[config.mk]
export PLATFORM = sky130hd
export DESIGN_NAME = power_running_statistics
export DESIGN_NICKNAME = d
export VERILOG_FILES = /design/src/rtl/core/prs_pkg.sv /design/src/rtl/core/prs_divider.sv /design/src/rtl/core/prs_multiplier.sv /design/src/rtl/core/prs_datapath.sv /design/src/rtl/core/prs_controller.sv /design/src/rtl/core/power_running_statistics.sv
export SDC_FILE = /design/constraint.sdc
export NUM_CORES = 2
export LEC_CHECK = 0
export BUFFER_PORTS_ARGS = -buffer_cell sky130_fd_sc_hd__buf_2
export CORE_UTILIZATION = 48
export DETAILED_ROUTE_END_ITERATION = 8
export PLACE_DENSITY = 0.65
export SLEW_MARGIN = 10
export SYNTH_ARGS = -nofsm -noshare
export SYNTH_HDL_FRONTEND = slang
export SYNTH_SLANG_ARGS = --single-unit
[constraint.sdc]
create_clock -name clock -period 24.5 [get_ports clock]
set_input_delay 4.9 -clock clock [delete_from_list [all_inputs] [get_ports clock]]
set_output_delay 4.9 -clock clock [all_outputs]
set_load 0.03 [all_outputs]
[src/rtl/core/prs_pkg.sv]
// Shared widths, defaults and controller to datapath command types for the
// power running statistics block. No dependencies.
package prs_pkg;

   localparam int ENERGY_WIDTH   = 64;
   localparam int INTERVAL_WIDTH = 32;
   localparam int POWER_WIDTH    = 48;
   localparam int SAMPLE_WIDTH   = 32;
   localparam int DEV_WIDTH      = 64;
   localparam int HALF_WIDTH     = POWER_WIDTH / 2;
   localparam int PRODUCT_WIDTH  = 2 * POWER_WIDTH;

   localparam int FRAC_BITS_DEFAULT  = 16;
   localparam int COUNT_BITS_DEFAULT = 32;

   localparam logic [INTERVAL_WIDTH-1:0] INTERVAL_RESET = 32'd1000;

   localparam int DIV_STEPS = POWER_WIDTH;
   localparam int MUL_STEPS = 5;
   localparam int STEP_BITS = $clog2(DIV_STEPS);

   typedef struct packed {
      logic accept;
      logic div_load_power;
      logic div_load_mean;
      logic div_step;
      logic take_power;
      logic take_mean;
      logic mul_load;
      logic mul_step;
      logic publish;
   } prs_cmd_type;

   typedef struct packed {
      logic baseline_taken;
   } prs_status_type;

endpackage

[src/rtl/core/prs_divider.sv]
// Bit-serial restoring divider giving a 48-bit quotient, one bit per step.
// Depends on prs_pkg.
module prs_divider
   import prs_pkg::*;
#(
   parameter int DIV_WIDTH = INTERVAL_WIDTH
) (
   input  logic                   clock,
   input  logic                   load,
   input  logic                   step,
   input  logic [DIV_WIDTH-1:0]   load_rem,
   input  logic [POWER_WIDTH-1:0] load_quo,
   input  logic [DIV_WIDTH-1:0]   load_div,
   output logic [POWER_WIDTH-1:0] quotient
);

   logic [DIV_WIDTH-1:0]   rem_ff, rem_in;
   logic [DIV_WIDTH-1:0]   div_ff, div_in;
   logic [POWER_WIDTH-1:0] quo_ff, quo_in;
   logic [DIV_WIDTH:0]     trial;
   logic [DIV_WIDTH:0]     trial_less;
   logic                   fits;

   always_comb begin
      trial      = {rem_ff, quo_ff[POWER_WIDTH-1]};
      trial_less = trial - {1'b0, div_ff};
      fits       = trial >= {1'b0, div_ff};
      rem_in     = rem_ff;
      div_in     = div_ff;
      quo_in     = quo_ff;
      if (load) begin
         rem_in = load_rem;
         div_in = load_div;
         quo_in = load_quo;
      end else if (step) begin
         rem_in = fits ? trial_less[DIV_WIDTH-1:0] : trial[DIV_WIDTH-1:0];
         quo_in = {quo_ff[POWER_WIDTH-2:0], fits};
      end
   end

   always_ff @(posedge clock) begin
      rem_ff <= rem_in;
      div_ff <= div_in;
      quo_ff <= quo_in;
   end

   assign quotient = quo_ff;

endmodule

[src/rtl/core/prs_multiplier.sv]
// Iterative 48 by 48 multiplier built from one 24 by 24 multiplier, one
// partial product per step with a registered accumulate. Depends on prs_pkg.
module prs_multiplier
   import prs_pkg::*;
(
   input  logic                     clock,
   input  logic                     load,
   input  logic                     step,
   input  logic [POWER_WIDTH-1:0]   operand_a,
   input  logic [POWER_WIDTH-1:0]   operand_b,
   output logic [PRODUCT_WIDTH-1:0] product
);

   logic [POWER_WIDTH-1:0]   a_ff, a_in;
   logic [POWER_WIDTH-1:0]   b_ff, b_in;
   logic [1:0]               idx_ff, idx_in;
   logic [POWER_WIDTH-1:0]   part_ff, part_in;
   logic [1:0]               weight_ff, weight_in;
   logic                     part_valid_ff, part_valid_in;
   logic [PRODUCT_WIDTH-1:0] acc_ff, acc_in;
   logic [HALF_WIDTH-1:0]    half_a;
   logic [HALF_WIDTH-1:0]    half_b;
   logic [PRODUCT_WIDTH-1:0] shifted;

   always_comb begin
      half_a = idx_ff[0] ? a_ff[POWER_WIDTH-1:HALF_WIDTH] : a_ff[HALF_WIDTH-1:0];
      half_b = idx_ff[1] ? b_ff[POWER_WIDTH-1:HALF_WIDTH] : b_ff[HALF_WIDTH-1:0];
      case (weight_ff)
         2'd0:    shifted = PRODUCT_WIDTH'(part_ff);
         2'd1:    shifted = PRODUCT_WIDTH'(part_ff) << HALF_WIDTH;
         default: shifted = PRODUCT_WIDTH'(part_ff) << POWER_WIDTH;
      endcase
      a_in          = a_ff;
      b_in          = b_ff;
      idx_in        = idx_ff;
      part_in       = part_ff;
      weight_in     = weight_ff;
      part_valid_in = part_valid_ff;
      acc_in        = acc_ff;
      if (load) begin
         a_in          = operand_a;
         b_in          = operand_b;
         idx_in        = 2'd0;
         part_valid_in = 1'b0;
         acc_in        = '0;
      end else if (step) begin
         part_in       = POWER_WIDTH'(half_a) * POWER_WIDTH'(half_b);
         weight_in     = 2'(idx_ff[0]) + 2'(idx_ff[1]);
         idx_in        = idx_ff + 2'd1;
         part_valid_in = 1'b1;
         if (part_valid_ff) begin
            acc_in = acc_ff + shifted;
         end
      end
   end

   always_ff @(posedge clock) begin
      a_ff          <= a_in;
      b_ff          <= b_in;
      idx_ff        <= idx_in;
      part_ff       <= part_in;
      weight_ff     <= weight_in;
      part_valid_ff <= part_valid_in;
      acc_ff        <= acc_in;
   end

   assign product = acc_ff;

endmodule

[src/rtl/core/prs_datapath.sv]
// Datapath: statistics registers, shared divider, multiplier and the result
// register. Depends on prs_pkg, prs_divider and prs_multiplier.
module prs_datapath
   import prs_pkg::*;
#(
   parameter int FRAC_BITS  = FRAC_BITS_DEFAULT,
   parameter int COUNT_BITS = COUNT_BITS_DEFAULT
) (
   input  logic                      clock,
   input  logic                      reset,
   input  prs_cmd_type               cmd,
   output prs_status_type            status,
   input  logic [ENERGY_WIDTH-1:0]   req_energy_reading,
   input  logic                      csr_write,
   input  logic [INTERVAL_WIDTH-1:0] csr_interval_us,
   output logic [POWER_WIDTH-1:0]    rsp_power_now,
   output logic [SAMPLE_WIDTH-1:0]   rsp_samples_seen,
   output logic [POWER_WIDTH-1:0]    rsp_power_lowest,
   output logic [POWER_WIDTH-1:0]    rsp_power_highest,
   output logic [POWER_WIDTH-1:0]    rsp_power_mean,
   output logic [DEV_WIDTH-1:0]      rsp_squared_deviation_sum
);

   localparam int DIV_WIDTH = (COUNT_BITS > INTERVAL_WIDTH) ? COUNT_BITS : INTERVAL_WIDTH;
   localparam int SAT_SHIFT = POWER_WIDTH - FRAC_BITS;

   logic [INTERVAL_WIDTH-1:0] interval_ff, interval_in;
   logic                      baseline_ff, baseline_in;
   logic [ENERGY_WIDTH-1:0]   prev_ff, prev_in;
   logic [ENERGY_WIDTH-1:0]   diff_ff, diff_in;
   logic                      sat_ff, sat_in;
   logic [POWER_WIDTH-1:0]    power_ff, power_in;
   logic [COUNT_BITS-1:0]     count_ff, count_in;
   logic [POWER_WIDTH-1:0]    low_ff, low_in;
   logic [POWER_WIDTH-1:0]    high_ff, high_in;
   logic [POWER_WIDTH-1:0]    mean_ff, mean_in;
   logic                      ge_ff, ge_in;
   logic [POWER_WIDTH-1:0]    delta_ff, delta_in;
   logic [DEV_WIDTH-1:0]      dev_ff, dev_in;

   logic [POWER_WIDTH-1:0]    out_power_ff, out_power_in;
   logic [SAMPLE_WIDTH-1:0]   out_samples_ff, out_samples_in;
   logic [POWER_WIDTH-1:0]    out_low_ff, out_low_in;
   logic [POWER_WIDTH-1:0]    out_high_ff, out_high_in;
   logic [POWER_WIDTH-1:0]    out_mean_ff, out_mean_in;
   logic [DEV_WIDTH-1:0]      out_dev_ff, out_dev_in;

   logic                      div_load;
   logic [DIV_WIDTH-1:0]      div_load_rem;
   logic [POWER_WIDTH-1:0]    div_load_quo;
   logic [DIV_WIDTH-1:0]      div_load_div;
   logic [POWER_WIDTH-1:0]    quotient;
   logic [POWER_WIDTH-1:0]    abs_delta;
   logic [PRODUCT_WIDTH-1:0]  product;
   logic [PRODUCT_WIDTH-1:0]  scaled_wide;
   logic [DEV_WIDTH-1:0]      scaled;
   logic [DEV_WIDTH:0]        dev_sum;
   logic [DEV_WIDTH-1:0]      dev_next;

   always_comb begin
      abs_delta = (power_ff >= mean_ff) ? power_ff - mean_ff : mean_ff - power_ff;

      div_load     = cmd.div_load_power | cmd.div_load_mean;
      div_load_rem = cmd.div_load_power ? DIV_WIDTH'(diff_ff >> SAT_SHIFT) : '0;
      div_load_quo = cmd.div_load_power ? POWER_WIDTH'(diff_ff << FRAC_BITS) : abs_delta;
      div_load_div = cmd.div_load_power ? DIV_WIDTH'(interval_ff) : DIV_WIDTH'(count_ff);

      scaled_wide = product >> FRAC_BITS;
      scaled      = (|scaled_wide[PRODUCT_WIDTH-1:DEV_WIDTH]) ? '1
                                                              : scaled_wide[DEV_WIDTH-1:0];
      dev_sum     = {1'b0, dev_ff} + {1'b0, scaled};
      dev_next    = dev_sum[DEV_WIDTH] ? '1 : dev_sum[DEV_WIDTH-1:0];
   end

   always_comb begin
      interval_in    = interval_ff;
      baseline_in    = baseline_ff;
      prev_in        = prev_ff;
      diff_in        = diff_ff;
      sat_in         = sat_ff;
      power_in       = power_ff;
      count_in       = count_ff;
      low_in         = low_ff;
      high_in        = high_ff;
      mean_in        = mean_ff;
      ge_in          = ge_ff;
      delta_in       = delta_ff;
      dev_in         = dev_ff;
      out_power_in   = out_power_ff;
      out_samples_in = out_samples_ff;
      out_low_in     = out_low_ff;
      out_high_in    = out_high_ff;
      out_mean_in    = out_mean_ff;
      out_dev_in     = out_dev_ff;
      if (csr_write) begin
         interval_in = csr_interval_us;
      end
      if (cmd.accept) begin
         baseline_in = 1'b1;
         prev_in     = req_energy_reading;
         diff_in     = req_energy_reading - prev_ff;
      end
      if (cmd.div_load_power) begin
         sat_in = (diff_ff >> SAT_SHIFT) >= ENERGY_WIDTH'(interval_ff);
      end
      if (cmd.take_power) begin
         power_in = sat_ff ? '1 : quotient;
         if (count_ff != '1) begin
            count_in = count_ff + COUNT_BITS'(1);
         end
      end
      if (cmd.div_load_mean) begin
         if (power_ff > high_ff) begin
            high_in = power_ff;
         end
         if (power_ff < low_ff) begin
            low_in = power_ff;
         end
         ge_in    = power_ff >= mean_ff;
         delta_in = abs_delta;
      end
      if (cmd.take_mean) begin
         mean_in = ge_ff ? mean_ff + quotient : mean_ff - quotient;
      end
      if (cmd.publish) begin
         dev_in         = dev_next;
         out_power_in   = power_ff;
         out_samples_in = SAMPLE_WIDTH'(count_ff);
         out_low_in     = low_ff;
         out_high_in    = high_ff;
         out_mean_in    = mean_ff;
         out_dev_in     = dev_next;
      end
   end

   always_ff @(posedge clock) begin
      if (reset) begin
         interval_ff <= INTERVAL_RESET;
         baseline_ff <= 1'b0;
         prev_ff     <= '0;
         count_ff    <= '0;
         low_ff      <= '1;
         high_ff     <= '0;
         mean_ff     <= '0;
         dev_ff      <= '0;
      end else begin
         interval_ff <= interval_in;
         baseline_ff <= baseline_in;
         prev_ff     <= prev_in;
         count_ff    <= count_in;
         low_ff      <= low_in;
         high_ff     <= high_in;
         mean_ff     <= mean_in;
         dev_ff      <= dev_in;
      end
   end

   always_ff @(posedge clock) begin
      diff_ff        <= diff_in;
      sat_ff         <= sat_in;
      power_ff       <= power_in;
      ge_ff          <= ge_in;
      delta_ff       <= delta_in;
      out_power_ff   <= out_power_in;
      out_samples_ff <= out_samples_in;
      out_low_ff     <= out_low_in;
      out_high_ff    <= out_high_in;
      out_mean_ff    <= out_mean_in;
      out_dev_ff     <= out_dev_in;
   end

   prs_divider #(
      .DIV_WIDTH (DIV_WIDTH)
   ) u_divider (
      .clock    (clock),
      .load     (div_load),
      .step     (cmd.div_step),
      .load_rem (div_load_rem),
      .load_quo (div_load_quo),
      .load_div (div_load_div),
      .quotient (quotient)
   );

   prs_multiplier u_multiplier (
      .clock     (clock),
      .load      (cmd.mul_load),
      .step      (cmd.mul_step),
      .operand_a (abs_delta),
      .operand_b (delta_ff),
      .product   (product)
   );

   assign status.baseline_taken    = baseline_ff;
   assign rsp_power_now             = out_power_ff;
   assign rsp_samples_seen          = out_samples_ff;
   assign rsp_power_lowest          = out_low_ff;
   assign rsp_power_highest         = out_high_ff;
   assign rsp_power_mean            = out_mean_ff;
   assign rsp_squared_deviation_sum = out_dev_ff;

endmodule

[src/rtl/core/prs_controller.sv]
// Sequencing state machine: handshakes and the command for each step of
// the datapath. Depends on prs_pkg.
module prs_controller
   import prs_pkg::*;
(
   input  logic           clock,
   input  logic           reset,
   input  logic           req_valid,
   output logic           req_stall,
   output logic           rsp_valid,
   input  logic           rsp_stall,
   input  prs_status_type status,
   output prs_cmd_type    cmd
);

   typedef enum logic [3:0] {
      S_IDLE,
      S_SETUP,
      S_POWER_DIV,
      S_POWER_TAKE,
      S_MEAN_SETUP,
      S_MEAN_DIV,
      S_MEAN_TAKE,
      S_MUL_SETUP,
      S_MUL,
      S_FINISH
   } state_type;

   localparam logic [STEP_BITS-1:0] DIV_LAST = STEP_BITS'(DIV_STEPS - 1);
   localparam logic [STEP_BITS-1:0] MUL_LAST = STEP_BITS'(MUL_STEPS - 1);

   state_type            state_ff, state_in;
   logic [STEP_BITS-1:0] step_ff, step_in;
   logic                 rsp_valid_ff, rsp_valid_in;

   always_comb begin
      state_in     = state_ff;
      step_in      = step_ff;
      rsp_valid_in = rsp_valid_ff;
      cmd          = '0;
      if (rsp_valid_ff && !rsp_stall) begin
         rsp_valid_in = 1'b0;
      end
      case (state_ff)
         S_IDLE: begin
            if (req_valid) begin
               cmd.accept = 1'b1;
               if (status.baseline_taken) begin
                  state_in = S_SETUP;
               end
            end
         end
         S_SETUP: begin
            cmd.div_load_power = 1'b1;
            step_in            = '0;
            state_in           = S_POWER_DIV;
         end
         S_POWER_DIV: begin
            cmd.div_step = 1'b1;
            step_in      = step_ff + STEP_BITS'(1);
            if (step_ff == DIV_LAST) begin
               state_in = S_POWER_TAKE;
            end
         end
         S_POWER_TAKE: begin
            cmd.take_power = 1'b1;
            state_in       = S_MEAN_SETUP;
         end
         S_MEAN_SETUP: begin
            cmd.div_load_mean = 1'b1;
            step_in           = '0;
            state_in          = S_MEAN_DIV;
         end
         S_MEAN_DIV: begin
            cmd.div_step = 1'b1;
            step_in      = step_ff + STEP_BITS'(1);
            if (step_ff == DIV_LAST) begin
               state_in = S_MEAN_TAKE;
            end
         end
         S_MEAN_TAKE: begin
            cmd.take_mean = 1'b1;
            state_in      = S_MUL_SETUP;
         end
         S_MUL_SETUP: begin
            cmd.mul_load = 1'b1;
            step_in      = '0;
            state_in     = S_MUL;
         end
         S_MUL: begin
            cmd.mul_step = 1'b1;
            step_in      = step_ff + STEP_BITS'(1);
            if (step_ff == MUL_LAST) begin
               state_in = S_FINISH;
            end
         end
         S_FINISH: begin
            if (!rsp_valid_ff || !rsp_stall) begin
               cmd.publish  = 1'b1;
               rsp_valid_in = 1'b1;
               state_in     = S_IDLE;
            end
         end
         default: begin
            state_in = S_IDLE;
         end
      endcase
   end

   always_ff @(posedge clock) begin
      if (reset) begin
         state_ff     <= S_IDLE;
         step_ff      <= '0;
         rsp_valid_ff <= 1'b0;
      end else begin
         state_ff     <= state_in;
         step_ff      <= step_in;
         rsp_valid_ff <= rsp_valid_in;
      end
   end

   assign req_stall = (state_ff != S_IDLE);
   assign rsp_valid = rsp_valid_ff;

endmodule

[src/rtl/core/power_running_statistics.sv]
// Top level of the power running statistics block.
// Depends on prs_pkg, prs_controller and prs_datapath.
//
// Each energy reading is taken when the block is idle. The
// first reading after reset only sets the baseline and gives no result, and
// the block is ready again in the next cycle. Every later reading gives one
// result, and no new reading is taken until that result is published; the
// result waits to be published while an earlier one is still stalled. Most
// of the work is the shared bit-serial divider, which runs twice at one
// quotient bit per cycle, once for the power and once for the mean update;
// the squared deviation product is then built on a 24 by 24 multiplier. A
// finished result waits in its own register while the next reading is
// worked on. The interval register is written through the csr port, which
// is always ready; write it only while the block is idle.
module power_running_statistics
   import prs_pkg::*;
#(
   parameter int FRAC_BITS  = FRAC_BITS_DEFAULT,
   parameter int COUNT_BITS = COUNT_BITS_DEFAULT
) (
   input  logic                      clock,
   input  logic                      reset,
   input  logic                      req_valid,
   output logic                      req_stall,
   input  logic [ENERGY_WIDTH-1:0]   req_energy_reading,
   output logic                      rsp_valid,
   input  logic                      rsp_stall,
   output logic [POWER_WIDTH-1:0]    rsp_power_now,
   output logic [SAMPLE_WIDTH-1:0]   rsp_samples_seen,
   output logic [POWER_WIDTH-1:0]    rsp_power_lowest,
   output logic [POWER_WIDTH-1:0]    rsp_power_highest,
   output logic [POWER_WIDTH-1:0]    rsp_power_mean,
   output logic [DEV_WIDTH-1:0]      rsp_squared_deviation_sum,
   input  logic                      csr_valid,
   output logic                      csr_ready,
   input  logic [INTERVAL_WIDTH-1:0] csr_interval_us
);

   prs_cmd_type    cmd;
   prs_status_type status;
   logic           csr_write;

   assign csr_ready = 1'b1;
   assign csr_write = csr_valid & csr_ready;

   prs_controller u_controller (
      .clock     (clock),
      .reset     (reset),
      .req_valid (req_valid),
      .req_stall (req_stall),
      .rsp_valid (rsp_valid),
      .rsp_stall (rsp_stall),
      .status    (status),
      .cmd       (cmd)
   );

   prs_datapath #(
      .FRAC_BITS  (FRAC_BITS),
      .COUNT_BITS (COUNT_BITS)
   ) u_datapath (
      .clock                     (clock),
      .reset                     (reset),
      .cmd                       (cmd),
      .status                    (status),
      .req_energy_reading        (req_energy_reading),
      .csr_write                 (csr_write),
      .csr_interval_us           (csr_interval_us),
      .rsp_power_now             (rsp_power_now),
      .rsp_samples_seen          (rsp_samples_seen),
      .rsp_power_lowest          (rsp_power_lowest),
      .rsp_power_highest         (rsp_power_highest),
      .rsp_power_mean            (rsp_power_mean),
      .rsp_squared_deviation_sum (rsp_squared_deviation_sum)
   );

endmodule

==> summary.md <==
| Metric | Value |
|---|---|
| Non-filler cells, final | `12.0k` |
| Number of CTS-inserted buffers | `134` |
| Status | `complete, no violations` |
| Post-CTS Hold Fix Bufs | `0` |
| Commonest cells after routing, fill and taps aside | `1116 x nand2_1, 986 x inv_1, 811 x nor2_1` |
| CTS Root Cell | `clkbuf_16` |
| Row count | `between 150 and 200` |
| CP max stage cell | `mux2i_2` |
| Die height | `between 400 and 500 um` |
| Switching share of total power | `between 30% and 40%` |
| Number of flops mapped to enable cells by yosys | `~710` |
| Leakage power | `42.7 nW` |
| Die ar. | `182000 sq um` |
| Setup tns final | `0 ns` |
| Maxcap violations | `0` |
| Max H-tree Level | `4` |
| Synth top area share | `24.5%` |
| Setup violators final | `0` |
| Slowest stage delay, CP | `a little over 0.9 ns` |
| Hold crit path type | `reg2reg` |
| Clk pwr share | `around a third` |
| Clock Path Buffers | `3` |
| Worst-Margin Slew | `1.21 ns` |
| Drt via density | `5.70` |
| Worst setup EP type | `register` |
| Layout cell share with drive strength beyond 1 | `approximately 10%` |
| Area delta synth->final | `9.65%` |
| Final Max Slew Viols | `0` |
| Finished Cell Area | `95000 sq um` |
| Fraction of registers with async set/reset | `0%` |
| Period utilisation layout | `38.7%` |
| Avg Inst Size Synth | `9.21 sq um` |
| CP dominant cell by count | `fa_1` |
| Rel. slew slack | `17.4%` |
| Unrepaired setup endpoints after global routing | `no` |
| Chip width | `427 um` |
| Worst-Skew Late Latency | `about 0.8 ns` |
| Skew final | `around 0.038 ns` |
| Post-CTS setup buffer count | `0` |
| Dpl cell area | `90500 sq um` |
| Vias in the first global route | `67.6k` |
| Overall routing resource usage | `28.5%` |
| Synth area leader | `edfxtp_1` |
| Pre-CTS setup slack | `15.15 ns` |
| Post_cts resized | `0` |
| CTS tree | `yes` |
| Reg clk slew, reported paths | `0.06 ns` |
| Startpoint types | `register` |
| GR Overflow Total | `0` |
| Crit path DAT | `approximately 10 ns` |
| Routed Antenna Nets | `0` |
| Setup CP Type | `reg2reg` |
| Final min period | `around 9.5 ns` |
| Core footprint | `179000 sq um` |
| Synth Instances | `9404` |
| Worst hold slack | `a little over 0.4 ns` |
| First-pass GRT wire length | `between 400 and 500 mm` |
| Commonest non-fill, non-tap cell in the layout | `nand2_1` |
| Largest net degree at the start of global routing | `~160` |
| Final nets | `10.8k` |
| Total net switching power | `between 2 and 2.5 mW` |
| Crit-path max FO | `30` |
| Syn_nets | `10.7k` |
| Port bufs | `390` |
| Initial antenna violation count | `4` |
| Final Hold Viols | `0` |
| Pwr dens | `67.2 nW/um^2` |
| Ranking of synthesized cells by area | `edfxtp_1 25%, fa_1 11%, dfxtp_1 10%` |
| Initial detailed-routing violation count | `5604` |
| Synth Warn # | `0` |
| Final setup margin | `between 15 and 20 ns` |
| Mapped cell area | `86600 sq um` |
| Hpwl dp | `202 mm` |
| Main flop type after synthesis | `edfxtp_1` |
| Total I/O pin count | `392` |
| RePlAce Congestion | `0.997` |
| Starting density of the core | `48.4%` |
| CP required | `25.02 ns` |
| Combinational share of power | `28.7%` |
| First-pass DRT Iterations | `6` |
| Fmax | `0.105 GHz` |
| Sequential power share | `39.4%` |
| Final Power | `6.38 mW` |
| Peak supply drop | `0.0689 mV` |
| Core Util, Final | `53.1%` |
| WL/cell | `21.8 um` |
| WL final | `262 mm` |
| Residual DRC | `0` |
| Inst Count DP | `11.8k` |
| Int Pwr | `between 4 and 5 mW` |
| Number of library cell types mapped by synthesis | `103` |
| Register area share after synthesis | `a little over a third` |
| CTS sink cnt | `1155` |
| Post-synthesis register bit count | `1155` |
| Vias | `68.5k` |
==> power by group through the flow <==
stage / clock [mW] / combinational (mW) / sequential [mW]
after detailed placement: 0 / 1.81 / 2.55
after CTS: 2.08 / 1.82 / 2.51
after floorplan: 0 / 1.39 / 2.47
after global routing: 2.15 / 2.04 / 2.53
after global placement: 0 / 1.78 / 2.55
final: 2.04 / 1.83 / 2.51
==> final timing paths <==
path                                                                      end                                      startpoint  slack [ns]  cells past startpoint
worst max-delay path            u_datapath.u_multiplier.part_ff[42]$_DFFE_PP_  u_datapath.u_multiplier.idx_ff[0]$_SDFFE_PP0P_       15.02                     28
worst min-delay path               u_datapath.u_multiplier.b_ff[45]$_DFFE_PP_               u_datapath.delta_ff[45]$_DFFE_PP_        0.41                      0
worst max register to register  u_datapath.u_multiplier.part_ff[42]$_DFFE_PP_  u_datapath.u_multiplier.idx_ff[0]$_SDFFE_PP0P_       15.02                     28
worst min register to register     u_datapath.u_multiplier.b_ff[45]$_DFFE_PP_               u_datapath.delta_ff[45]$_DFFE_PP_        0.41                      0
==> final cells by class <==
cell class,instances,area (sq um)
antenna,1,2.50
sequential,1155,30200
tap,2355,2950
fill,16400,83800
timing repair buffer,467,2550
clock inverter,67,737
inverter,994,3750
multi-input combinational,6796,51000
clock buffer,179,3750
==> kinds of logic (layout without fill, tap and decap cells) <==
group	Yosys count	count (layout)	share of synthesized area, %
AO/OA/AOI/OAI	2114	2114	15.4
XOR/XNOR	437	437	4.43
adder cells (fa/ha/maj)	1191	1191	21.4
buffers and inverters	1453	1707	6.37
flip-flops	1155	1155	34.9
multiplexers	239	239	2.87
other	1	2	0.00433
AND/OR/NAND/NOR	2814	2814	14.6
==> metal layers <==
metal | routed length (um) | GRT usage, %
met5 | 13 | 0
met4 | 11300 | 11.5
met3 | 14300 | 3.88
met2 | 128000 | 49.0
met1 | 108000 | 36.0
==> worst max-delay path, delay by kind of cell, from the launching register on <==
kind            cells  cell delay (ns)
flops               1             0.73
simple gates        2             0.31
compound gates      9             2.21
buf+inv             7             0.82
mux                 1             0.93
fa+ha+maj           8             4.01
xor+xnor            1             0.17
==> cells in the mapped netlist (11+ instances only) <==
| library cell | number |
|---|---|
| nand2_1 | 1118 |
| inv_1 | 991 |
| nor2_1 | 814 |
| a21oi_1 | 747 |
| edfxtp_1 | 708 |
| ha_1 | 702 |
| fa_1 | 489 |
| dfxtp_1 | 447 |
| clkbuf_1 | 396 |
| o21ai_0 | 393 |
| a21o_1 | 379 |
| xnor2_1 | 236 |
| xor2_1 | 200 |
| mux2i_1 | 162 |
| nand4_1 | 134 |
| or2_2 | 130 |
| nor3_1 | 116 |
| nand3_1 | 105 |
| nand2b_1 | 90 |
| and2_1 | 79 |
| mux2_2 | 77 |
| o211ai_1 | 77 |
| o21bai_1 | 70 |
| a31oi_1 | 60 |
| nor2b_1 | 60 |
| and3_1 | 54 |
| a22o_1 | 53 |
| o21a_1 | 51 |
| a211oi_1 | 48 |
| o31ai_1 | 37 |
| buf_1 | 29 |
| buf_2 | 28 |
| nor4_1 | 27 |
| or3_1 | 26 |
| a21boi_0 | 18 |
| a221oi_1 | 16 |
| o31a_1 | 15 |
| a22oi_1 | 13 |
| and4_1 | 13 |
| a311oi_1 | 11 |
==> sequential cells by signal, summed over array words and instances, names as in the netlist, 48 cells and up <==
register                              cells
u_datapath.u_multiplier.product          96
u_datapath.dev_ff                        64
u_datapath.diff_ff                       64
u_datapath.prev_ff                       64
u_datapath.rsp_squared_deviation_sum     64
u_datapath.delta_ff                      48
u_datapath.high_ff                       48
u_datapath.low_ff                        48
u_datapath.mean_ff                       48
u_datapath.power_ff                      48
u_datapath.rsp_power_highest             48
u_datapath.rsp_power_lowest              48
u_datapath.rsp_power_mean                48
u_datapath.rsp_power_now                 48
u_datapath.u_divider.quotient            48
u_datapath.u_multiplier.a_ff             48
u_datapath.u_multiplier.b_ff             48
u_datapath.u_multiplier.part_ff          48
Power figures use the tool's default switching activity.
